**src/assert_macros.svh**
```systemverilog
// Assertion macros used by the top-level RTL file of the box average block.
`ifndef ASSERT_MACROS_SVH
`define ASSERT_MACROS_SVH

// Property checked on every rising clk edge outside reset.
`define FWBA_ASSERT(label, prop, msg) \
	label: assert property (@(posedge clk) disable iff (!arst_n) (prop)) else $error(msg);

// Condition that must never be true outside reset.
`define FWBA_ASSERT_NEVER(label, expr, msg) \
	`FWBA_ASSERT(label, !(expr), msg)

`endif

```
**src/fwba_pkg.sv**
```systemverilog
// Shared constants for the forward window box average block.
package fwba_pkg;

	localparam int WINDOW_MAX_DEF   = 10;
	localparam int SAMPLE_WIDTH_DEF = 16;
	localparam int CFG_W            = 4;

endpackage

```
**src/fwba_store.sv**
```systemverilog
// Sample store: circular buffer memory, one write and one registered read port.
module fwba_store
	import fwba_pkg::*;
#(
	parameter int WINDOW_MAX   = WINDOW_MAX_DEF,
	parameter int SAMPLE_WIDTH = SAMPLE_WIDTH_DEF,
	localparam int IDX_W       = (WINDOW_MAX > 1) ? $clog2(WINDOW_MAX) : 1
) (
	input  logic                           clk,
	input  logic                           wr_en,
	input  logic [IDX_W-1:0]               wr_addr,
	input  logic signed [SAMPLE_WIDTH-1:0] wr_data,
	input  logic                           rd_en,
	input  logic [IDX_W-1:0]               rd_addr,
	output logic signed [SAMPLE_WIDTH-1:0] rd_data
);

	logic [SAMPLE_WIDTH-1:0] store_q [WINDOW_MAX];
	logic [SAMPLE_WIDTH-1:0] rd_data_q;

	always_ff @(posedge clk) begin
		if (wr_en) begin
			store_q[wr_addr] <= wr_data;
		end
	end

	always_ff @(posedge clk) begin
		if (rd_en) begin
			rd_data_q <= store_q[rd_addr];
		end
	end

	assign rd_data = rd_data_q;

endmodule

```
**src/fwba_div.sv**
```systemverilog
// Rounding divider: signed window total over 2..WINDOW_MAX+1 by reciprocal multiply.
module fwba_div
	import fwba_pkg::*;
#(
	parameter int WINDOW_MAX   = WINDOW_MAX_DEF,
	parameter int SAMPLE_WIDTH = SAMPLE_WIDTH_DEF,
	localparam int CNT_W       = $clog2(WINDOW_MAX + 1),
	localparam int TOT_W       = SAMPLE_WIDTH + CNT_W
) (
	input  logic                           clk,
	input  logic                           arst_n,
	input  logic                           start,
	input  logic signed [TOT_W-1:0]        total,
	input  logic [CNT_W-1:0]               n,
	output logic                           done,
	output logic signed [SAMPLE_WIDTH-1:0] mean
);

	// quotient = floor((2|t| + d) / 2d), d = n + 1, exact with a ceiling reciprocal
	localparam int NUM_W = TOT_W + 1;
	localparam int DEN_W = $clog2(2 * WINDOW_MAX + 3);
	localparam int SH    = NUM_W + DEN_W;
	localparam int R_W   = SH - 1;
	localparam int RL_W  = R_W / 2;
	localparam int RH_W  = R_W - RL_W;
	localparam int PL_W  = NUM_W + RL_W;
	localparam int PH_W  = NUM_W + RH_W;
	localparam int PR_W  = NUM_W + R_W;

	logic [R_W-1:0] recip_tbl [0:WINDOW_MAX];

	for (genvar g = 0; g <= WINDOW_MAX; g++) begin : g_recip
		localparam longint unsigned DEN = 2 * (g + 1);
		localparam longint unsigned RV  = ((64'd1 << SH) + DEN - 1) / DEN;
		assign recip_tbl[g] = R_W'(RV);
	end

	logic [TOT_W-1:0]        tot_u;
	logic [TOT_W-1:0]        mag_c;
	logic                    v_s1, v_s2, done_q;
	logic                    neg_s1, neg_s2;
	logic [NUM_W-1:0]        num_s1;
	logic [R_W-1:0]          recip_s1;
	logic [PL_W-1:0]         plo_s2;
	logic [PH_W-1:0]         phi_s2;
	logic [PR_W-1:0]         prod_c;
	logic [SAMPLE_WIDTH-1:0] quo_c;
	logic [SAMPLE_WIDTH-1:0] mean_q;

	always_comb begin
		tot_u = total;
		mag_c = total[TOT_W-1] ? (~tot_u + TOT_W'(1)) : tot_u;
	end

	always_ff @(posedge clk or negedge arst_n) begin
		if (!arst_n) begin
			v_s1   <= 1'b0;
			v_s2   <= 1'b0;
			done_q <= 1'b0;
		end else begin
			v_s1   <= start;
			v_s2   <= v_s1;
			done_q <= v_s2;
		end
	end

	always_ff @(posedge clk) begin
		if (start) begin
			neg_s1   <= total[TOT_W-1];
			num_s1   <= {mag_c, 1'b0} + NUM_W'(n) + NUM_W'(1);
			recip_s1 <= recip_tbl[n];
		end
		if (v_s1) begin
			neg_s2 <= neg_s1;
			plo_s2 <= PL_W'(num_s1) * PL_W'(recip_s1[RL_W-1:0]);
			phi_s2 <= PH_W'(num_s1) * PH_W'(recip_s1[R_W-1:RL_W]);
		end
		if (v_s2) begin
			mean_q <= neg_s2 ? (~quo_c + SAMPLE_WIDTH'(1)) : quo_c;
		end
	end

	always_comb begin
		prod_c = PR_W'(plo_s2) + (PR_W'(phi_s2) << RL_W);
		quo_c  = prod_c[SH +: SAMPLE_WIDTH];
	end

	assign done = done_q;
	assign mean = mean_q;

endmodule

```
**src/forward_window_box_average.sv**
```systemverilog
// Top level of the forward window box average: sequencer, running sum and output register.
`include "assert_macros.svh"

// Forward window box average. Each accepted sample x[i] yields, once its window
// x[i..i+W-1] has arrived, (x[i] + window sum) / (1 + window length) rounded to
// nearest, ties away from zero; the transaction carrying last_in flushes the list
// with shrinking windows and clears the store. W is window_size clamped to
// 1..WINDOW_MAX; window_size must be written only while the block is idle, which
// the block itself does not enforce. One item is handled at a time; each result
// passes through a store read, the three-stage reciprocal divider, the output load
// and a re-plan. After window_size has been lowered, a result whose window is
// shorter than the stored list first sums its window samples serially out of the
// store. A stall on the result side holds the sequencer at its output load. There
// is no clearing pass after reset.
module forward_window_box_average
	import fwba_pkg::*;
#(
	parameter int WINDOW_MAX   = WINDOW_MAX_DEF,
	parameter int SAMPLE_WIDTH = SAMPLE_WIDTH_DEF
) (
	input  logic                           clk,
	input  logic                           arst_n,
	input  logic                           window_size_wr_en,
	input  logic [CFG_W-1:0]               window_size,
	input  logic                           sample_valid,
	output logic                           sample_stall,
	input  logic signed [SAMPLE_WIDTH-1:0] sample,
	input  logic                           last_in,
	output logic                           mean_valid,
	input  logic                           mean_stall,
	output logic signed [SAMPLE_WIDTH-1:0] mean,
	output logic                           last_out
);

	localparam int CNT_W = $clog2(WINDOW_MAX + 1);
	localparam int IDX_W = (WINDOW_MAX > 1) ? $clog2(WINDOW_MAX) : 1;
	localparam int AW    = IDX_W + 1;
	localparam int TOT_W = SAMPLE_WIDTH + CNT_W;

	typedef enum logic [6:0] {
		S_IDLE = 7'b0000001,
		S_PLAN = 7'b0000010,
		S_ACC  = 7'b0000100,
		S_ACCW = 7'b0001000,
		S_SUM  = 7'b0010000,
		S_DIV  = 7'b0100000,
		S_OUT  = 7'b1000000
	} state_t;

	function automatic logic [IDX_W-1:0] wrap_add(input logic [IDX_W-1:0] base,
			input logic [CNT_W-1:0] off);
		logic [AW-1:0] s;
		s = AW'(base) + AW'(off);
		if (s >= AW'(WINDOW_MAX)) begin
			s = s - AW'(WINDOW_MAX);
		end
		return s[IDX_W-1:0];
	endfunction

	state_t                         state_q;
	logic [CFG_W-1:0]               window_size_q;
	logic [IDX_W-1:0]               head_q;
	logic [CNT_W-1:0]               count_q;
	logic signed [TOT_W-1:0]        sum_q;
	logic signed [TOT_W-1:0]        acc_q;
	logic                           last_q;
	logic [CNT_W-1:0]               n_q;
	logic [CNT_W-1:0]               idx_q;
	logic                           mean_valid_q;
	logic signed [SAMPLE_WIDTH-1:0] mean_q;
	logic                           last_out_q;

	logic [CNT_W-1:0]               w_eff;
	logic                           emit_c;
	logic [CNT_W-1:0]               n_c;
	logic                           accept_c;
	logic                           load_c;
	logic                           mem_we;
	logic [IDX_W-1:0]               mem_waddr;
	logic                           mem_re;
	logic [IDX_W-1:0]               mem_raddr;
	logic signed [SAMPLE_WIDTH-1:0] mem_rdata;
	logic signed [TOT_W-1:0]        total_c;
	logic                           div_start;
	logic                           div_done;
	logic signed [SAMPLE_WIDTH-1:0] div_mean;

	always_comb begin
		if (window_size_q == '0) begin
			w_eff = CNT_W'(1);
		end else if (int'(window_size_q) > WINDOW_MAX) begin
			w_eff = CNT_W'(WINDOW_MAX);
		end else begin
			w_eff = CNT_W'(window_size_q);
		end
	end

	always_comb begin
		emit_c = 1'b0;
		n_c    = w_eff;
		if (count_q >= w_eff) begin
			emit_c = 1'b1;
		end else if (last_q && (count_q != '0)) begin
			emit_c = 1'b1;
			n_c    = count_q;
		end
	end

	assign accept_c  = sample_valid && !sample_stall;
	assign load_c    = (state_q == S_OUT) && (!mean_valid_q || !mean_stall);
	assign total_c   = acc_q + TOT_W'(mem_rdata);
	assign div_start = (state_q == S_SUM);

	assign mem_we    = accept_c;
	assign mem_waddr = wrap_add(head_q, count_q);

	always_comb begin
		mem_re    = 1'b0;
		mem_raddr = head_q;
		unique case (state_q)
			S_PLAN: begin
				mem_re = emit_c && (n_c >= count_q);
			end
			S_ACC: begin
				mem_re    = 1'b1;
				mem_raddr = wrap_add(head_q, idx_q);
			end
			S_ACCW: begin
				mem_re = ((idx_q + CNT_W'(1)) == n_q);
			end
			default: begin
				mem_re = 1'b0;
			end
		endcase
	end

	always_ff @(posedge clk or negedge arst_n) begin
		if (!arst_n) begin
			window_size_q <= CFG_W'(1);
		end else if (window_size_wr_en) begin
			window_size_q <= window_size;
		end
	end

	always_ff @(posedge clk or negedge arst_n) begin
		if (!arst_n) begin
			state_q <= S_IDLE;
			head_q  <= '0;
			count_q <= '0;
			sum_q   <= '0;
			last_q  <= 1'b0;
		end else begin
			unique case (state_q)
				S_IDLE: begin
					if (accept_c) begin
						sum_q   <= sum_q + TOT_W'(sample);
						count_q <= count_q + CNT_W'(1);
						last_q  <= last_in;
						state_q <= S_PLAN;
					end
				end
				S_PLAN: begin
					if (emit_c) begin
						state_q <= (n_c >= count_q) ? S_SUM : S_ACC;
					end else begin
						if (last_q) begin
							last_q <= 1'b0;
							head_q <= '0;
						end
						state_q <= S_IDLE;
					end
				end
				S_ACC: begin
					state_q <= S_ACCW;
				end
				S_ACCW: begin
					state_q <= ((idx_q + CNT_W'(1)) == n_q) ? S_SUM : S_ACC;
				end
				S_SUM: begin
					sum_q   <= sum_q - TOT_W'(mem_rdata);
					head_q  <= wrap_add(head_q, CNT_W'(1));
					count_q <= count_q - CNT_W'(1);
					state_q <= S_DIV;
				end
				S_DIV: begin
					if (div_done) begin
						state_q <= S_OUT;
					end
				end
				S_OUT: begin
					if (load_c) begin
						state_q <= S_PLAN;
					end
				end
				default: begin
					state_q <= S_IDLE;
				end
			endcase
		end
	end

	always_ff @(posedge clk) begin
		if (state_q == S_PLAN) begin
			n_q   <= n_c;
			idx_q <= '0;
			acc_q <= (n_c >= count_q) ? sum_q : '0;
		end
		if (state_q == S_ACCW) begin
			acc_q <= total_c;
			idx_q <= idx_q + CNT_W'(1);
		end
	end

	always_ff @(posedge clk or negedge arst_n) begin
		if (!arst_n) begin
			mean_valid_q <= 1'b0;
		end else if (load_c) begin
			mean_valid_q <= 1'b1;
		end else if (!mean_stall) begin
			mean_valid_q <= 1'b0;
		end
	end

	always_ff @(posedge clk) begin
		if (load_c) begin
			mean_q     <= div_mean;
			last_out_q <= last_q && (count_q == '0);
		end
	end

	fwba_store #(
		.WINDOW_MAX   (WINDOW_MAX),
		.SAMPLE_WIDTH (SAMPLE_WIDTH)
	) u_store (
		.clk     (clk),
		.wr_en   (mem_we),
		.wr_addr (mem_waddr),
		.wr_data (sample),
		.rd_en   (mem_re),
		.rd_addr (mem_raddr),
		.rd_data (mem_rdata)
	);

	fwba_div #(
		.WINDOW_MAX   (WINDOW_MAX),
		.SAMPLE_WIDTH (SAMPLE_WIDTH)
	) u_div (
		.clk    (clk),
		.arst_n (arst_n),
		.start  (div_start),
		.total  (total_c),
		.n      (n_q),
		.done   (div_done),
		.mean   (div_mean)
	);

	assign sample_stall = (state_q != S_IDLE);
	assign mean_valid   = mean_valid_q;
	assign mean         = mean_q;
	assign last_out     = last_out_q;

	`FWBA_ASSERT(a_count_bound, count_q <= CNT_W'(WINDOW_MAX), "store fill above WINDOW_MAX")
	`FWBA_ASSERT(a_sum_empty, (count_q == '0) |-> (sum_q == '0), "sum nonzero with empty store")
	`FWBA_ASSERT_NEVER(a_rw_overlap, mem_we && mem_re, "store written and read in one cycle")
	`FWBA_ASSERT(a_pop_nonempty, (state_q == S_SUM) |-> (count_q != '0), "pop from empty store")
	`FWBA_ASSERT(a_div_done, div_done |-> (state_q == S_DIV), "divider result while not waiting")

endmodule

```
**config.mk**
```make
export PLATFORM = sky130hd
export DESIGN_NAME = forward_window_box_average
export DESIGN_NICKNAME = d
export VERILOG_FILES = /design/src/fwba_pkg.sv /design/src/fwba_store.sv /design/src/fwba_div.sv /design/src/forward_window_box_average.sv
export VERILOG_INCLUDE_DIRS = /design/src /design/src/src
export SDC_FILE = /design/constraint.sdc
export NUM_CORES = 2
export LEC_CHECK = 0
export ABC_AREA = 1
export BUFFER_PORTS_ARGS = -buffer_cell sky130_fd_sc_hd__buf_4
export CORE_ASPECT_RATIO = 0.75
export CORE_UTILIZATION = 70
export CTS_CLUSTER_DIAMETER = 80
export DETAILED_ROUTE_END_ITERATION = 10
export HOLD_SLACK_MARGIN = 0.08
export PLACE_DENSITY = 0.83
export SYNTH_ARGS = -nofsm -noshare
export SYNTH_HDL_FRONTEND = slang
export SYNTH_HIERARCHICAL = 1
export SYNTH_SLANG_ARGS = --single-unit
```
**constraint.sdc**
```tcl
create_clock -name clk -period 13.4 [get_ports clk]
set_input_delay 0 -clock clk [delete_from_list [all_inputs] [get_ports clk]]
set_output_delay 0 -clock clk [all_outputs]
set_load 0.02 [all_outputs]
```
==> impl_metrics.json <==
{
  "synth_ff_type": "edfxtp_1",
  "grt_pass1_vias": 30400,
  "ys_seq_area_share_pct": 29.6,
  "drt_iter0_markers": 3550,
  "cts_num_sinks": 376,
  "synth_area_sq_um": 37400,
  "cts_buffer_depth": 3,
  "synth_cells": 4503,
  "vias": 30100,
  "ys_warn_count": 6,
  "cts_setup_buffers": 0,
  "grt_pass1_wl_mm": 160,
  "dp_hpwl_mm": 74.4,
  "die-width_um": 269,
  "cp.arrival_ns": 7.16,
  "dr.pass1.iters": 6,
  "status": "completed",
  "final_cells": 5249,
  "drt_wl_total_mm": 99.1,
  "ctsHtreeMaxLevel": 2,
  "portBuffers": 44,
  "synth_top_family_by_area": "adder cells",
  "nets": 5165,
  "cts_buffers": 40,
  "row_count": 72,
  "initial_core_util_pct": 71.6,
  "skew_ns": 0.0364,
  "synth_area_leaders": "edfxtp_1 (27%), fa_1 (21%), nand2_1 (12%), inv_1 (11%), ha_1 (7.5%)",
  "finalCriticalPeriod_ns": 6.83,
  "clockRootBuffer": "clkbuf_16",
  "yosysTopAreaCell": "edfxtp_1",
  "async_flop_share_pct": 11.7,
  "drc": 0,
  "rsz0062_at_grt": "false",
  "yosys.area.top_type_share_pct": 26.7,
  "vias_per_cell": 5.73,
  "cts_tree": "yes",
  "grt_antenna_before_repair": 0,
  "syn_to_final_growth_pct": 6.49,
  "power_density_nw_per_um2": 212,
  "crit_chain": "nand2_1 -> fa_1 -> inv_1 -> fa_1 -> fa_1 -> fa_1 -> inv_1 -> fa_1 -> inv_1 -> ha_1 -> nand2_1 -> nor2_1 -> nand3_1 -> o21ai_0 -> nand2_1 -> nor2_1 -> nor2_1 -> nand2_1 -> nand2_1",
  "worstSetupStartpointType": "flop",
  "drive_gt1_share_pct": 5.10,
  "io_pins": 45,
  "hold_violations": 0,
  "grt_overflow": 0,
  "dieArea_sq_um": 54300,
  "path_clk_slew_ns": 0.06,
  "synthAdderAreaFrac_pct": 28.8,
  "avgRoutedWirePerCell_um": 18.9,
  "synth_compound_area_share_pct": 4.76,
  "coreArea_sq_um": 52200,
  "diodes": 0,
  "p_leak_nw": 20.8,
  "slew_headroom_pct": 15.6,
  "finalMaxSlewViolations": 0,
  "fmax_mhz": 146,
  "synth-xor-area-share_pct": 3.22,
  "muxShareOfSynthArea_pct": 0,
  "tightest_slew_ns": 1.27,
  "path_max_fanout": 21,
  "synth_fp_nets": 5151,
  "setup-tns-final_ns": 0,
  "cp.required_ns": 13.73,
  "gp_congestion": 1.02,
  "critPathMaxStageDelay_ns": 1.19,
  "yosys.area_share.simple_pct": 21.0,
  "place_inst": 5142,
  "final_common_cell": "nand2_1",
  "postRouteAntennaNets": 0,
  "worstSetupPathType": "reg -> reg",
  "layout_common_cells": "nand2_1 (1211), inv_1 (1057), fa_1 (399), edfxtp_1 (332), nand3_1 (253)",
  "yosys.cell_types.count": 63,
  "hp-class": "in -> reg",
  "min_period_over_period_pct": 50.9,
  "grt_max_degree": 81,
  "synth_edf_count": 332,
  "insertion_delay_ns": 0.59,
  "end_kind": "flop",
  "grt.total_usage_pct": 38.4,
  "cap_viol_max_count": 0,
  "reg2reg_slack_ns": 6.57,
  "dieHeight_um": 202,
  "ys_ff_latch": 376,
  "avgSynthCellArea_sq_um": 8.30,
  "peakVddDrop_v": 0.000183,
  "setup_viol": 0,
  "cp_slowest_cell": "edfxtp_1"
}
metrics by stage:
stage	hold slack, ns	setup slack [ns]	instance area, sq um	power, mW	utilization, %
after floorplan	-0.296	8.33	37400	5.65	-
after global placement	0.0528	7.03	38100	7.00	73.1
after detailed placement	0.0497	7.00	38100	7.10	73.1
after CTS	0.154	7.00	39800	8.26	76.3
after global routing	0.211	6.55	39800	9.09	76.3
final	0.209	6.57	39800	8.44	76.3
power breakdown:
part	total [mW]	internal [mW]	switching (mW)
combinational	5.48	1.83	3.65
clock	1.11	0.619	0.490
sequential	1.85	1.70	0.150
per-layer routing:
metal | global-route usage [%] | part of all wire, % | up-vias
met1 | 57.3 | 41 | 14200
met4 | 12.0 | 2.9 | 0
met3 | 10.4 | 14 | 232
met5 | 0 | 0 | -
met2 | 54.6 | 41 | 1911
li1 | - | - | 13800
cells in the mapped netlist, drive strengths merged (7+ instances only):
cell type	count
o21ai	119
o21bai	10
and2	18
a31oi	10
edfxtp	332
nand2	1232
fa	399
ha	223
o21a	7
a21o	7
xor2	96
nand4	39
nor3	22
nor2	243
nand3b	14
xnor2	38
nand3	261
clkbuf	89
a21oi	134
dfrtp	42
buf	42
inv	1077
final cells by class:
class | instances | area, sq um
Inverter | 1078 | 4050
Multi-Input combinational cell | 2918 | 21600
Tap cell | 703 | 880
Sequential cell | 376 | 11100
Clock inverter | 21 | 246
Clock buffer | 50 | 1040
Timing Repair Buffer | 103 | 881
Fill cell | 3670 | 12400
repair_timing:
item	4_1_cts	5_1_grt
hold buffers	36	0
hold endpoints to repair	233	0
resized for setup	0	0
kinds of logic after synthesis:
kind of cell	count (synthesis)
XOR/XNOR	134
flip-flops	376
AND/OR/NAND/NOR	1845
adder cells (fa/ha/maj)	622
buffers and inverters	1209
AO/OA/AOI/OAI	317
registers in the layout (all words and copies together) (netlist names), 20 cells and up:
name,flops
acc_q,20
sum_q,20
u_div/num_s1,21
u_div/phi_s2,30
u_div/plo_s2,21
u_div/recip_s1,21
u_store/store_q,160
critical path: cells and delay by family, from the launching register on:
kind            cells  cell delay (ns)
flops               1             1.19
fa+ha+maj           6             2.98
simple gates        9             1.41
compound gates      1             0.82
buf+inv             3             0.16
final timing paths:
check	cells after the start	end	start
max in group asynchronous	4	u_div/v_s1	arst_n
worst max register to register	19	u_div/plo_s2[24]	u_div/recip_s1[6]
worst min register to register	0	mean[12]	u_div/mean[12]
worst max-delay path	19	u_div/plo_s2[24]	u_div/recip_s1[6]
min in group asynchronous	3	window_size_q[0]	arst_n
worst min-delay path	3	window_size_q[0]	window_size_wr_en
Power figures use the tool's default switching activity.
